===== src/rtl/b2cc_pkg.sv =====
// Shared types and constants of the binary 2x2 cover checker.
package b2cc_pkg;

    localparam int COORD_W = 11;
    localparam int COUNT_W = 20;
    localparam int SIZE_W  = 11;
    localparam int APB_AW  = 3;
    localparam int APB_DW  = 32;

    // register index, taken from the word address bits of paddr
    typedef logic [APB_AW-3:0] t_reg_idx;
    localparam t_reg_idx REG_IMAGE_ROWS = 1'd0;
    localparam t_reg_idx REG_IMAGE_COLS = 1'd1;

    localparam logic KIND_CORNER  = 1'b0;
    localparam logic KIND_VERDICT = 1'b1;

    typedef struct packed {
        logic               kind;
        logic [COORD_W-1:0] corner_row;
        logic [COORD_W-1:0] corner_col;
        logic [COUNT_W-1:0] window_count;
        logic               cover_ok;
        logic               last;
    } t_result;

endpackage


===== src/rtl/b2cc_ram.sv =====
// Generic single-write, single-read RAM with registered read data.
module b2cc_ram #(
    parameter int WIDTH = 1,
    parameter int DEPTH = 1024
) (
    input  logic                     i_clk,
    input  logic                     i_we,
    input  logic [$clog2(DEPTH)-1:0] i_waddr,
    input  logic [WIDTH-1:0]         i_wdata,
    input  logic                     i_re,
    input  logic [$clog2(DEPTH)-1:0] i_raddr,
    output logic [WIDTH-1:0]         o_rdata
);

    logic [WIDTH-1:0] r_mem [DEPTH];
    logic [WIDTH-1:0] r_rdata;

    // read returns the old word on a same-address write
    always_ff @(posedge i_clk) begin
        if (i_we) begin
            r_mem[i_waddr] <= i_wdata;
        end
        if (i_re) begin
            r_rdata <= r_mem[i_raddr];
        end
    end

    assign o_rdata = r_rdata;

endmodule


===== src/rtl/binary_2x2_cover_check.sv =====
// Top level of the binary 2x2 cover checker: line memories, window test, result queue.
//
//  channel  | direction | handshake                | payload
//  ---------+-----------+--------------------------+--------------------------------------
//  pixel in | in        | i_in_valid / o_in_ready  | i_pixel
//  result   | out       | o_out_valid / i_out_ready| o_kind, o_corner_row, o_corner_col,
//           |           |                          | o_window_count, o_cover_ok, o_last
//  config   | in        | APB (psel..pready)       | image_rows @0x0, image_cols @0x4
//
//  One pixel item per cycle sustained outside the clearing pass and while the result queue
//  has room; the pace is set by the single read and single write port of each line memory,
//  used once per item. An item's results reach the output through the stage register and
//  the result queue. After reset a clearing pass writes zeros through all MAX_COLS entries
//  of the pixel line memory, during which no item is accepted (config writes still go in).
//  A two-entry result queue lets the pipe keep taking items while a result waits;
//  an item holds in the compute stage only when the queue lacks room for its results.
module binary_2x2_cover_check #(
    parameter int MAX_COLS = 1024,
    parameter int MAX_ROWS = 1024
) (
    input  logic                            i_clk,
    input  logic                            i_rst_n,
    // pixel items
    input  logic                            i_in_valid,
    output logic                            o_in_ready,
    input  logic                            i_pixel,
    // result items
    output logic                            o_out_valid,
    input  logic                            i_out_ready,
    output logic                            o_kind,
    output logic [b2cc_pkg::COORD_W-1:0]    o_corner_row,
    output logic [b2cc_pkg::COORD_W-1:0]    o_corner_col,
    output logic [b2cc_pkg::COUNT_W-1:0]    o_window_count,
    output logic                            o_cover_ok,
    output logic                            o_last,
    // configuration
    input  logic                            psel,
    input  logic                            penable,
    input  logic                            pwrite,
    input  logic [b2cc_pkg::APB_AW-1:0]     paddr,
    input  logic [b2cc_pkg::APB_DW-1:0]     pwdata,
    output logic [b2cc_pkg::APB_DW-1:0]     prdata,
    output logic                            pready
);

    localparam int CW = $clog2(MAX_COLS);
    localparam int RW = $clog2(MAX_ROWS);

    // ------------------------------------------------------------------
    // Configuration registers
    // ------------------------------------------------------------------
    logic [b2cc_pkg::SIZE_W-1:0] r_image_rows;
    logic [b2cc_pkg::SIZE_W-1:0] r_image_cols;
    logic                        cfg_we;
    b2cc_pkg::t_reg_idx          cfg_idx;

    assign pready  = 1'b1;
    assign cfg_we  = psel & penable & pwrite;
    assign cfg_idx = paddr[b2cc_pkg::APB_AW-1:2];

    always_ff @(posedge i_clk) begin
        if (!i_rst_n) begin
            r_image_rows <= b2cc_pkg::SIZE_W'(1);
            r_image_cols <= b2cc_pkg::SIZE_W'(1);
        end else if (cfg_we) begin
            case (cfg_idx)
                b2cc_pkg::REG_IMAGE_ROWS: r_image_rows <= pwdata[b2cc_pkg::SIZE_W-1:0];
                b2cc_pkg::REG_IMAGE_COLS: r_image_cols <= pwdata[b2cc_pkg::SIZE_W-1:0];
                default: ;
            endcase
        end
    end

    always_comb begin
        case (cfg_idx)
            b2cc_pkg::REG_IMAGE_ROWS: prdata = b2cc_pkg::APB_DW'(r_image_rows);
            b2cc_pkg::REG_IMAGE_COLS: prdata = b2cc_pkg::APB_DW'(r_image_cols);
            default:                  prdata = '0;
        endcase
    end

    // Sizes clamped to 1..MAX, kept as last index
    logic [31:0]   rows_ext, cols_ext, rows_cl, cols_cl, rows_m1_full, cols_m1_full;
    logic [RW-1:0] rows_m1;
    logic [CW-1:0] cols_m1;

    assign rows_ext     = 32'(r_image_rows);
    assign cols_ext     = 32'(r_image_cols);
    assign rows_cl      = (rows_ext == 32'd0) ? 32'd1 :
                          (rows_ext > 32'(MAX_ROWS)) ? 32'(MAX_ROWS) : rows_ext;
    assign cols_cl      = (cols_ext == 32'd0) ? 32'd1 :
                          (cols_ext > 32'(MAX_COLS)) ? 32'(MAX_COLS) : cols_ext;
    assign rows_m1_full = rows_cl - 32'd1;
    assign cols_m1_full = cols_cl - 32'd1;
    assign rows_m1      = rows_m1_full[RW-1:0];
    assign cols_m1      = cols_m1_full[CW-1:0];

    // ------------------------------------------------------------------
    // Accept side: position counters and memory read issue
    // ------------------------------------------------------------------
    logic          r_clr_busy;
    logic [CW-1:0] r_clr_addr;
    logic [RW-1:0] r_i;
    logic [CW-1:0] r_j;
    logic          in_accept;
    logic          row_end0, last_row0;
    logic          s1_go;

    logic          r_s1_v;
    logic          r_s1_p;
    logic [RW-1:0] r_s1_i;
    logic [CW-1:0] r_s1_j;
    logic          r_s1_rend;
    logic          r_s1_lrow;
    logic          r_fwd_pix_v, r_fwd_pix_d;
    logic          r_fwd_cov_v, r_fwd_cov_d;

    assign o_in_ready = ~r_clr_busy & (~r_s1_v | s1_go);
    assign in_accept  = i_in_valid & o_in_ready;
    assign row_end0   = (r_j >= cols_m1);
    assign last_row0  = (r_i >= rows_m1);

    always_ff @(posedge i_clk) begin
        if (!i_rst_n) begin
            r_i <= '0;
            r_j <= '0;
        end else if (in_accept) begin
            if (row_end0) begin
                r_j <= '0;
                r_i <= last_row0 ? '0 : r_i + RW'(1);
            end else begin
                r_j <= r_j + CW'(1);
            end
        end
    end

    // Clearing pass over the pixel line memory
    always_ff @(posedge i_clk) begin
        if (!i_rst_n) begin
            r_clr_busy <= 1'b1;
            r_clr_addr <= '0;
        end else if (r_clr_busy) begin
            r_clr_addr <= r_clr_addr + CW'(1);
            if (r_clr_addr == CW'(MAX_COLS - 1)) begin
                r_clr_busy <= 1'b0;
            end
        end
    end

    // ------------------------------------------------------------------
    // Line memories
    //   pixel mem: pixel of the row above, per column
    //   cover mem: coverage of the row above by that row's own windows
    // Cover entries beyond the previous row's length are stale and masked.
    // ------------------------------------------------------------------
    logic          pix_we, pix_wdata, pix_rdata;
    logic [CW-1:0] pix_waddr;
    logic          cov_we, cov_wdata, cov_rdata;
    logic [CW-1:0] cov_waddr;

    b2cc_ram #(.WIDTH(1), .DEPTH(MAX_COLS)) u_pix_ram (
        .i_clk   (i_clk),
        .i_we    (pix_we),
        .i_waddr (pix_waddr),
        .i_wdata (pix_wdata),
        .i_re    (in_accept),
        .i_raddr (r_j),
        .o_rdata (pix_rdata)
    );

    b2cc_ram #(.WIDTH(1), .DEPTH(MAX_COLS)) u_cov_ram (
        .i_clk   (i_clk),
        .i_we    (cov_we),
        .i_waddr (cov_waddr),
        .i_wdata (cov_wdata),
        .i_re    (in_accept),
        .i_raddr (r_j),
        .o_rdata (cov_rdata)
    );

    // ------------------------------------------------------------------
    // Compute stage
    // ------------------------------------------------------------------
    logic                           r_left, r_diag, r_ca_prev, r_win_prev, r_uncov;
    logic [b2cc_pkg::COUNT_W-1:0]   r_count;
    logic [CW-1:0]                  r_prev_last;
    logic                           r_pend_v, r_pend_d;
    logic [CW-1:0]                  r_pend_addr;

    logic                           above, cov_raw, ca, has_up, has_left, win, err;
    logic                           img_end, win_or_prev;
    logic [CW-1:0]                  s1_jm1;
    logic [b2cc_pkg::COUNT_W-1:0]   cnt_new;
    logic [1:0]                     nres;
    logic [31:0]                    row_ext, col_ext;
    b2cc_pkg::t_result              res_win, res_ver, res0, res1;

    assign above       = r_fwd_pix_v ? r_fwd_pix_d : pix_rdata;
    assign cov_raw     = r_fwd_cov_v ? r_fwd_cov_d : cov_rdata;
    assign ca          = cov_raw & (r_s1_j <= r_prev_last);
    assign has_up      = (r_s1_i != '0);
    assign has_left    = (r_s1_j != '0);
    assign s1_jm1      = r_s1_j - CW'(1);
    assign win         = has_up & has_left & r_diag & above & r_left & r_s1_p;
    assign win_or_prev = r_win_prev | win;
    assign img_end     = r_s1_rend & r_s1_lrow;

    // a filled pixel is judged once no later window can reach it
    assign err = (has_up & has_left & r_diag & ~(r_ca_prev | win_or_prev))
               | (has_up & r_s1_rend & above & ~(ca | win))
               | (r_s1_lrow & has_left & r_left & ~win_or_prev)
               | (img_end & r_s1_p & ~win);

    assign cnt_new = r_count + b2cc_pkg::COUNT_W'(win);
    assign nres    = {1'b0, win} + {1'b0, img_end};
    assign row_ext = 32'(r_s1_i);
    assign col_ext = 32'(r_s1_j);

    always_comb begin
        res_win.kind         = b2cc_pkg::KIND_CORNER;
        res_win.corner_row   = row_ext[b2cc_pkg::COORD_W-1:0];
        res_win.corner_col   = col_ext[b2cc_pkg::COORD_W-1:0];
        res_win.window_count = cnt_new;
        res_win.cover_ok     = ~r_uncov;
        res_win.last         = 1'b0;
        res_ver.kind         = b2cc_pkg::KIND_VERDICT;
        res_ver.corner_row   = '0;
        res_ver.corner_col   = '0;
        res_ver.window_count = cnt_new;
        res_ver.cover_ok     = ~(r_uncov | err);
        res_ver.last         = 1'b1;
        res0                 = win ? res_win : res_ver;
        res1                 = res_ver;
    end

    // ------------------------------------------------------------------
    // Result queue, two entries
    // ------------------------------------------------------------------
    b2cc_pkg::t_result r_q0, r_q1, n_q0, n_q1;
    logic [1:0]        r_qcnt, n_qcnt, space, cnt_after, push;
    logic              pop;

    assign pop       = (r_qcnt != 2'd0) & i_out_ready;
    assign space     = 2'd2 - r_qcnt + 2'(pop);
    assign s1_go     = r_s1_v & (nres <= space);
    assign push      = s1_go ? nres : 2'd0;
    assign cnt_after = r_qcnt - 2'(pop);
    assign n_qcnt    = cnt_after + push;

    always_comb begin
        n_q0 = r_q0;
        n_q1 = r_q1;
        case (cnt_after)
            2'd0: begin
                n_q0 = res0;
                n_q1 = res1;
            end
            2'd1: begin
                n_q0 = pop ? r_q1 : r_q0;
                n_q1 = res0;
            end
            default: ;
        endcase
    end

    always_ff @(posedge i_clk) begin
        if (!i_rst_n) begin
            r_qcnt <= 2'd0;
        end else begin
            r_qcnt <= n_qcnt;
        end
    end

    always_ff @(posedge i_clk) begin
        r_q0 <= n_q0;
        r_q1 <= n_q1;
    end

    assign o_out_valid    = (r_qcnt != 2'd0);
    assign o_kind         = r_q0.kind;
    assign o_corner_row   = r_q0.corner_row;
    assign o_corner_col   = r_q0.corner_col;
    assign o_window_count = r_q0.window_count;
    assign o_cover_ok     = r_q0.cover_ok;
    assign o_last         = r_q0.last;

    // ------------------------------------------------------------------
    // Memory writes
    // ------------------------------------------------------------------
    assign pix_we    = r_clr_busy | s1_go;
    assign pix_waddr = r_clr_busy ? r_clr_addr : r_s1_j;
    assign pix_wdata = r_clr_busy ? 1'b0 : r_s1_p;

    // column j-1 coverage is final at column j; the row's last column goes in the cycle after
    // it leaves the stage, from the pending register, when any next item is at column 0 and writes nothing
    assign cov_we    = r_pend_v | (s1_go & has_left);
    assign cov_waddr = r_pend_v ? r_pend_addr : s1_jm1;
    assign cov_wdata = r_pend_v ? r_pend_d : win_or_prev;

    // ------------------------------------------------------------------
    // Stage register and forwarding from writes that land on the read edge
    // ------------------------------------------------------------------
    always_ff @(posedge i_clk) begin
        if (!i_rst_n) begin
            r_s1_v      <= 1'b0;
            r_fwd_pix_v <= 1'b0;
            r_fwd_cov_v <= 1'b0;
        end else begin
            r_s1_v <= in_accept | (r_s1_v & ~s1_go);
            if (in_accept) begin
                r_fwd_pix_v <= s1_go & (r_s1_j == r_j);
                r_fwd_cov_v <= (s1_go & has_left & (s1_jm1 == r_j))
                             | (s1_go & r_s1_rend & (r_s1_j == r_j))
                             | (r_pend_v & (r_pend_addr == r_j));
            end
        end
    end

    always_ff @(posedge i_clk) begin
        if (in_accept) begin
            r_s1_p      <= i_pixel;
            r_s1_i      <= r_i;
            r_s1_j      <= r_j;
            r_s1_rend   <= row_end0;
            r_s1_lrow   <= last_row0;
            r_fwd_pix_d <= r_s1_p;
            // newest write first: this item's own late write beats an older one
            if (s1_go & has_left & (s1_jm1 == r_j)) begin
                r_fwd_cov_d <= win_or_prev;
            end else if (s1_go & r_s1_rend & (r_s1_j == r_j)) begin
                r_fwd_cov_d <= win;
            end else begin
                r_fwd_cov_d <= r_pend_d;
            end
        end
    end

    // ------------------------------------------------------------------
    // Running state, updated as an item leaves the compute stage
    // ------------------------------------------------------------------
    always_ff @(posedge i_clk) begin
        if (!i_rst_n) begin
            r_left      <= 1'b0;
            r_diag      <= 1'b0;
            r_ca_prev   <= 1'b0;
            r_win_prev  <= 1'b0;
            r_uncov     <= 1'b0;
            r_count     <= '0;
            r_prev_last <= '0;
            r_pend_v    <= 1'b0;
        end else begin
            r_pend_v <= s1_go & r_s1_rend;
            if (s1_go) begin
                r_left     <= r_s1_rend ? 1'b0 : r_s1_p;
                r_diag     <= r_s1_rend ? 1'b0 : above;
                r_ca_prev  <= ca;
                r_win_prev <= win;
                if (r_s1_rend) begin
                    r_prev_last <= r_s1_j;
                end
                if (img_end) begin
                    r_uncov <= 1'b0;
                    r_count <= '0;
                end else begin
                    r_uncov <= r_uncov | err;
                    r_count <= cnt_new;
                end
            end
        end
    end

    always_ff @(posedge i_clk) begin
        if (s1_go & r_s1_rend) begin
            r_pend_addr <= r_s1_j;
            r_pend_d    <= win;
        end
    end

    // ------------------------------------------------------------------
    // Checks
    // ------------------------------------------------------------------
    a_queue_bound: assert property (@(posedge i_clk) disable iff (!i_rst_n)
        r_qcnt != 2'd3)
        else $error("result queue overfilled");

    a_clear_blocks: assert property (@(posedge i_clk) disable iff (!i_rst_n)
        r_clr_busy |-> !o_in_ready)
        else $error("item taken during clearing pass");

    a_stage_hold: assert property (@(posedge i_clk) disable iff (!i_rst_n)
        (r_s1_v && !s1_go) |=> (r_s1_v && $stable(r_s1_j) && $stable(r_s1_i)))
        else $error("stalled item lost its position");

    a_cov_port: assert property (@(posedge i_clk) disable iff (!i_rst_n)
        r_pend_v |-> !(s1_go && has_left))
        else $error("cover memory write port clash");

    a_multi_room: assert property (@(posedge i_clk) disable iff (!i_rst_n)
        (s1_go && nres == 2'd2) |-> (cnt_after == 2'd0))
        else $error("two results pushed without room");

endmodule

===== config.mk =====
export PLATFORM = sky130hd
export DESIGN_NAME = binary_2x2_cover_check
export DESIGN_NICKNAME = d
export VERILOG_FILES = /design/src/rtl/b2cc_pkg.sv /design/src/rtl/b2cc_ram.sv /design/src/rtl/binary_2x2_cover_check.sv
export SDC_FILE = /design/constraint.sdc
export NUM_CORES = 2
export LEC_CHECK = 0
export BUFFER_PORTS_ARGS = -buffer_cell sky130_fd_sc_hd__buf_2
export CAP_MARGIN = 20
export CELL_PAD_IN_SITES_DETAIL_PLACEMENT = 1
export CELL_PAD_IN_SITES_GLOBAL_PLACEMENT = 1
export CORE_ASPECT_RATIO = 0.5
export CORE_MARGIN = 2
export CORE_UTILIZATION = 30
export CTS_CLUSTER_SIZE = 28
export DETAILED_ROUTE_END_ITERATION = 7
export GPL_TIMING_DRIVEN = 0
export PLACE_DENSITY_LB_ADDON = 0.12
export SLEW_MARGIN = 30
export SYNTH_ARGS = -nofsm -noshare
export SYNTH_HDL_FRONTEND = slang
export SYNTH_SLANG_ARGS = --single-unit
export TNS_END_PERCENT = 50

===== constraint.sdc =====
create_clock -name i_clk -period 65.6 [get_ports i_clk]
set_input_delay 9.84 -clock i_clk [delete_from_list [all_inputs] [get_ports i_clk]]
set_output_delay 9.84 -clock i_clk [all_outputs]
set_load 0.1 [all_outputs]

**Word-level counts from Yosys, hierarchy flattened**

Memory sizes are Yosys's and may differ from the RTL's. A register that Yosys moved wholly into a read port is not among the register bits.
Index checks and enable logic that the tools add are counted.

- $add $sub $neg: 12
- Multipliers: 0
- Divide/modulo/power cells: 0
- Magnitude comparators: 6
- Equality and inequality tests: 6
- Shift operators: 0
- Muxes and demuxes: 30
- Bitwise gates (word level): 52
- Reduce and logical (&&, ||, !) cells: 12

Operators with widths:

| kind | number |
|---|---|
| one-hot mux 45 bit (2 select lines) | 2 |
| 2-to-1 mux 45 bit | 2 |
| 2-to-1 mux 10 bit | 8 |
| logical NOT 32 bit | 2 |
| one-hot mux 32 bit (2 select lines) | 1 |
| adder 10 x 1 -> 10 bit (second input constant) | 3 |
| equality test 10 bit | 3 |
| subtractor 10 x 1 -> 10 bit (second input constant) | 3 |
| bitwise AND 1 bit | 29 |
| greater-than comparator 11 bit (second input constant) | 2 |
| adder 20 x 1 -> 20 bit | 1 |
| >= comparator 10 bit | 2 |
| 2-to-1 mux 20 bit | 1 |
| nonzero test 10 bit | 2 |
| 2-to-1 mux 1 bit | 15 |
| OR 1 bit | 13 |
| equality test 10 bit (second input constant) | 1 |
| less-or-equal comparator 10 bit | 1 |
| inverter 1 bit | 10 |
| AND reduction 2 bit | 5 |
| nonzero test 2 bit | 2 |
| adder 1 x 1 -> 2 bit | 1 |
| adder 2 x 1 -> 2 bit | 1 |
| adder 2 bit | 1 |
| other kinds (7) | 7 |

- Register bits: 220
- Bits in latches: 0
- RAM bits: 2048
- ROM bits: 0
- Bits of input ports: 43
- Output and inout bits: 80
- Memories kept: 2

Memories:

| name | words | bits a word | read ports | clocked after Yosys merged registers in | wr ports | RTL line | source |
|---|---|---|---|---|---|---|---|
| u_cov_ram.r_mem | 1024 | 1 | 1 | 1 | 1 | b2cc_ram.sv:15 | `logic [WIDTH-1:0] r_mem [DEPTH];` |
| u_pix_ram.r_mem | 1024 | 1 | 1 | 1 | 1 | b2cc_ram.sv:15 |  |

**Longest topological paths before layout**

- Word-level depth: 17
- Gate-level depth with buffers: 21
- Mapped depth without buffers: 18

**Hierarchy**

From an unflattened synthesis, not the netlist that was laid out.

- Cells, all modules: 7364
- Area, all modules: 100277.4 µm²

By module, submodules not included:

| module | instances | cells each | area an instance (µm²) | seq. area each (µm²) |
|---|---|---|---|---|
| b2cc_ram | 2 | 3112 | 44666.6 | 30779.5 |
| binary_2x2_cover_check | 1 | 1140 | 10944.2 | 5485.3 |

**Worst setup path before layout**

OpenSTA, ideal clock, no wires.

- Kind: flip-flop to flip-flop
- From: register r_s1_j[0]
- To: memory u_cov_ram.r_mem[0] (data pin)
- Setup time: 8.128 ns
- Arrival: 41.573 ns
- Slack: 15.899 ns
- Cell stages (with the launch flop): 11
- Path through: edfxtp_1 > clkbuf_1 > inv_1 > ha_1 > nand3_1 > or4_1 > nand3_1 > nor3_1 > clkbuf_1 > nor2_1 > o21ai_0

- Longest elaborated chain between the ends: 8

RTL lines:

| item | RTL line | source |
|---|---|---|
| from (decl) | binary_2x2_cover_check.sv:112 | `logic [CW-1:0] r_s1_j;` |
| from (signal assigned) | binary_2x2_cover_check.sv:323 | `r_s1_j <= r_j;` |
| nonzero test 10 bit | binary_2x2_cover_check.sv:202 | `assign has_left = (r_s1_j != '0);` |
| bitwise AND 1 bit (5 in a row) | binary_2x2_cover_check.sv:204 | `assign win = has_up & has_left & r_diag & above & r_left & r_s1_p;` |
| OR 1 bit | binary_2x2_cover_check.sv:205 | `assign win_or_prev = r_win_prev \| win;` |
| 2-to-1 mux 1 bit | binary_2x2_cover_check.sv:298 | `assign cov_wdata = r_pend_v ? r_pend_d : win_or_prev;` |
| named net cov_wdata | binary_2x2_cover_check.sv:158 | `logic cov_we, cov_wdata, cov_rdata;` |
| to (decl) | b2cc_ram.sv:15 |  |

The timed path passes the listed nets, and every way through them passes these cells.

**Worst setup path after layout**

- From: input i_out_ready
- To: output o_in_ready

- Longest elaborated chain between the ends: 6

RTL lines:

| item | RTL line | source |
|---|---|---|
| from (decl) | binary_2x2_cover_check.sv:29 | `input logic i_out_ready,` |
| bitwise AND 1 bit | binary_2x2_cover_check.sv:243 | `assign pop = (r_qcnt != 2'd0) & i_out_ready;` |
| adder 2 x 1 -> 2 bit | binary_2x2_cover_check.sv:244 | `assign space = 2'd2 - r_qcnt + 2'(pop);` |
| less-or-equal comparator 2 bit | binary_2x2_cover_check.sv:245 | `assign s1_go = r_s1_v & (nres <= space);` |
| bitwise AND 1 bit | binary_2x2_cover_check.sv:245 |  |
| OR 1 bit | binary_2x2_cover_check.sv:118 | `assign o_in_ready = ~r_clr_busy & (~r_s1_v \| s1_go);` |
| bitwise AND 1 bit | binary_2x2_cover_check.sv:118 |  |
| to (decl) | binary_2x2_cover_check.sv:25 | `output logic o_in_ready,` |

No other way between the ends.

==> flow_summary_export.csv <==
group,metric,value,unit
outcome,outcome,"completed",
grt,grt_first_pass_wirelength,614,mm
sta,grt_setup_unrepaired,"false",
routing,drt_drc_violations_left,0,
critical_path,endpoint_kind,"primary output",
clock_tree,cts-root-buf,"sky130_fd_sc_hd__clkbuf_16",
die,die_extent_in_x,818,um
placed_design,numPortBuffers,73,
clock_tree,resized_after_cts,0,
clock_tree,clock_sinks,2264,
yosys,syn-instance-count,7170,
power,p_leak,40.0,nW
yosys,post_synth.cell_area_avg,13.8,um2
critical_path,timing.critical_path.cells,"buf_2 -> nand2_1 -> ha_1 -> xor2_1 -> ha_1 -> nor2b_1 -> o211ai_1 -> and2_1 -> buf_2",
critical_path,reg2reg_depth,20,
critical_path,timing.rr.end,"u_cov_ram.r_mem[968]$_DFFE_PP_",
clock_tree,cts_hold_repair.buffers,0,
yosys,netlist.top_cell.by_area,"sky130_fd_sc_hd__edfxtp_1",
critical_path,critPathMaxFanout,3,
grt,met3_usage,5.85,%
yosys,synth.distinct_cells,74,
sta,tightest_slew,1.13,ns
yosys,synthMostInstantiatedCell,"sky130_fd_sc_hd__nor2_1",
layout,utilization,35.3,%
placed_design,half_perimeter_wire_length_after_placement,319,mm
sta,totalNegativeSetupSlack,0,ns
critical_path,slowest_delay,0.48,ns
clock_tree,cts.reportedPaths.clkPinSlew,0.07,ns
sta,max_clock_freq,45.7,MHz
clock_tree,insertion_delay,0.96,ns
critical_path,crit_path_start_kind,"input pin",
clock_tree,post_cts_buffers,0,
routing,via_density_per_instance,5.58,
routing,routed_wl,467,mm
min_path,min_from,"r_s1_j[0]$_DFFE_PP_",
sta,finalHoldViolCount,0,
min_path,worstHoldPathType,"flop to flop",
critical_path,worst_ep_required_time,55.76,ns
yosys,synth_async_sr_flop_share,0,%
min_path,min_delay_worst_endpoint,"r_pend_addr[0]$_DFFE_PN_",
yosys,yosysSeqAreaShare,67.5,%
clock_tree,cts-root-to-sink-buffers,4,
yosys,synth_area,99300,um2
sta,report.final.setup_viol,0,
clock_tree,cts_made_buffers,232,
grt,groute.layer.met2.usage,40.0,%
critical_path,critical_path.slowest_cell,"sky130_fd_sc_hd__buf_2",
grt,grtUsageMet1,40.2,%
placed_design,gpl.final_weighted_congestion,0.882,
grt,groute.usage.overall,27.2,%
grt,gr-total-overflow,0,
yosys,synth.area.top_cells,"sky130_fd_sc_hd__edfxtp_1 66%, sky130_fd_sc_hd__mux4_2 11%, sky130_fd_sc_hd__nor2_1 8.4%",
sta,fin_crit_sh,33.3,%
critical_path,rr_startpoint,"r_s1_j[0]$_DFFE_PP_",
grt,pin_count_of_the_biggest_net_entering_global_routing,37,
layout,area_delta_synth_final,17.2,%
die,die_h,411,um
layout,nNetsFinal,7735,
die,initial_utilization,30.1,%
clock_tree,cts.htree.levels,4,
die,die-area,336000,um2
yosys,share_of_the_synthesized_area_in_the_top_cell_type,65.6,%
critical_path,arrival_time_worst_endpoint,12.03,ns
sta,skew,0.0898,ns
sta,final_worst_path_period_need,21.87,ns
run,cap_violations,0,
power,clkPwrFrac,44.4,%
sta,timing.slew.headroom,24.3,%
grt,globalRoute.busiestLayer,"met1",
critical_path,path_class,"input pin to primary output",
die,floorplan.rows,149,
yosys,yosys_register_bits,2264,
routing,drt_pre_antenna_iters,5,
power,share_comb_of_total_power,3.3,%
yosys,yosys_warns,0,
min_path,cell_depth_of_the_worst_min_delay_path,0,
sta,final.hold.worst_slack,0.452,ns
power,vdd_ir_drop_max,0.0253,mV
power,sw_share,23.2,%
power,sequentialPowerShare,52.3,%
yosys,synth_enable_flop_cells,2170,
critical_path,timing.reg2reg.setup_slack,57.71,ns
power,switching_pwr,702,uW
die,floorplan.io_pins,123,
power,post-layout-total-power,3.03,mW
grt,grt_antenna_before_repair,57,
routing,detailed_route_wire_length_per_cell,38.2,um
routing,number_of_violations_reported_at_the_end_of_detailed_routing_iteration_0,10900,
yosys,postSynth.topFlopCell,"sky130_fd_sc_hd__edfxtp_1",
routing,num_vias,68200,
power,power_density,26.0,nW/um2
layout,drive_above_1_share,18.1,%
yosys,netlist_top_cells_count,"2212 x sky130_fd_sc_hd__nor2_1, 2170 x sky130_fd_sc_hd__edfxtp_1, 485 x sky130_fd_sc_hd__mux4_2",
power,power_report.internal_total,2.32,mW
grt,first_global_vias,65900,
sta,finalMaxSlewViolations,0,
clock_tree,tritoncts,"yes",
routing,ant_nets,0,
die,placeableCoreArea,330000,um2
-- through the flow --
| step | instances | setup slack (ns) | cell area (um2) |
|---|---|---|---|
| 2_1_floorplan | 7192 | 15.90 | 99400 |
| 3_3_place_gp | 11600 | -28.10 | 105000 |
| 3_5_place_dp | 11800 | 43.71 | 109000 |
| 4_1_cts | 12200 | 43.70 | 116000 |
| 5_1_grt | 12200 | 43.60 | 116000 |
| 6_report | 12200 | 43.73 | 116000 |
-- area by class of cell --
type	instances	area [um2]
multi-input combinational	4222	29300
timing repair buffer	222	3870
inverter	42	158
antenna	11	27.5
buffer	664	3360
clock inverter	127	1000
tap	4379	5480
clock buffer	296	6190
sequential	2264	67000
fill	34400	213000
-- power by group through the flow --
| stage | Sequential, mW | Clock, mW | Combinational, mW |
|---|---|---|---|
| final | 1.58 | 1.34 | 0.0997 |
| after global routing | 1.58 | 1.41 | 0.105 |
| after CTS | 1.58 | 1.36 | 0.101 |
| after detailed placement | 1.61 | 0 | 0.101 |
| after global placement | 1.62 | 0 | 0.0955 |
| after floorplan | 1.65 | 0 | 0.0363 |
-- cell usage in the layout (no fill, tap or decap), types with 72 or more instances in the layout --
master,count
sky130_fd_sc_hd__edfxtp_1,2170
sky130_fd_sc_hd__a21oi_1,92
sky130_fd_sc_hd__mux4_2,485
sky130_fd_sc_hd__buf_2,236
sky130_fd_sc_hd__buf_16,98
sky130_fd_sc_hd__clkbuf_1,290
sky130_fd_sc_hd__dfxtp_1,93
sky130_fd_sc_hd__nand2_1,405
sky130_fd_sc_hd__mux2i_1,164
sky130_fd_sc_hd__buf_1,91
sky130_fd_sc_hd__clkbuf_2,73
sky130_fd_sc_hd__o21ai_0,72
sky130_fd_sc_hd__clkbuf_16,235
sky130_fd_sc_hd__nor2_1,2201
-- kinds of logic (layout without fill, tap and decap cells) --
group / Yosys count / count (layout) / synth area share, %
adders and majority gates: 44 / 44 / 0.554
muxes: 679 / 679 / 13.0
and+or+nand+nor: 2906 / 2906 / 11.6
DFF: 2264 / 2264 / 67.5
xor gates and xnor gates: 88 / 88 / 0.776
AOI/OAI and AO/OA: 481 / 481 / 3.25
buffers and inverters: 706 / 1351 / 3.31
other: 2 / 35 / 0.00756
-- worst max path at each step --
stage	from	slack, ns	end	cells past startpoint
after floorplan	r_s1_j[0]$_DFFE_PP_	15.90	u_cov_ram.r_mem[0]$_DFFE_PP_	10
after global placement	r_s1_j[0]$_DFFE_PP_	-28.10	u_cov_ram.r_mem[947]$_DFFE_PP_	10
after detailed placement	i_out_ready	43.71	o_in_ready	9
after CTS	i_out_ready	43.70	o_in_ready	9
after global routing	i_out_ready	43.60	o_in_ready	10
final	i_out_ready	43.73	o_in_ready	9
-- state kept, by name (all words and copies together) (netlist names), 2 cells and up --
register	flops
u_pix_ram.r_mem	1024
r_image_cols	11
r_pend_addr	10
r_clr_addr	10
r_q1	42
u_cov_ram.r_mem	1024
r_s1_j	10
r_prev_last	10
o_corner_row	10
r_count	20
r_s1_i	10
r_j	10
r_i	10
r_qcnt	2
o_window_count	20
o_corner_col	10
r_image_rows	11
-- layer usage --
metal	wire length [um]	up-vias	part of all wire (%)
met2	198000	3361	42
li1	-	27100	-
met5	36	-	0.0077
met3	43700	615	9.4
met1	209000	37100	45
met4	16400	6	3.5
-- critical path: cells and delay by family --
family	cells	cell delay, ns
xor gates and xnor gates	1	0.17
buffers and inverters	2	0.55
AOI/OAI and AO/OA	1	0.25
adders and majority gates	2	0.56
and+or+nand+nor	3	0.63
(Power assumes the default switching activity.)
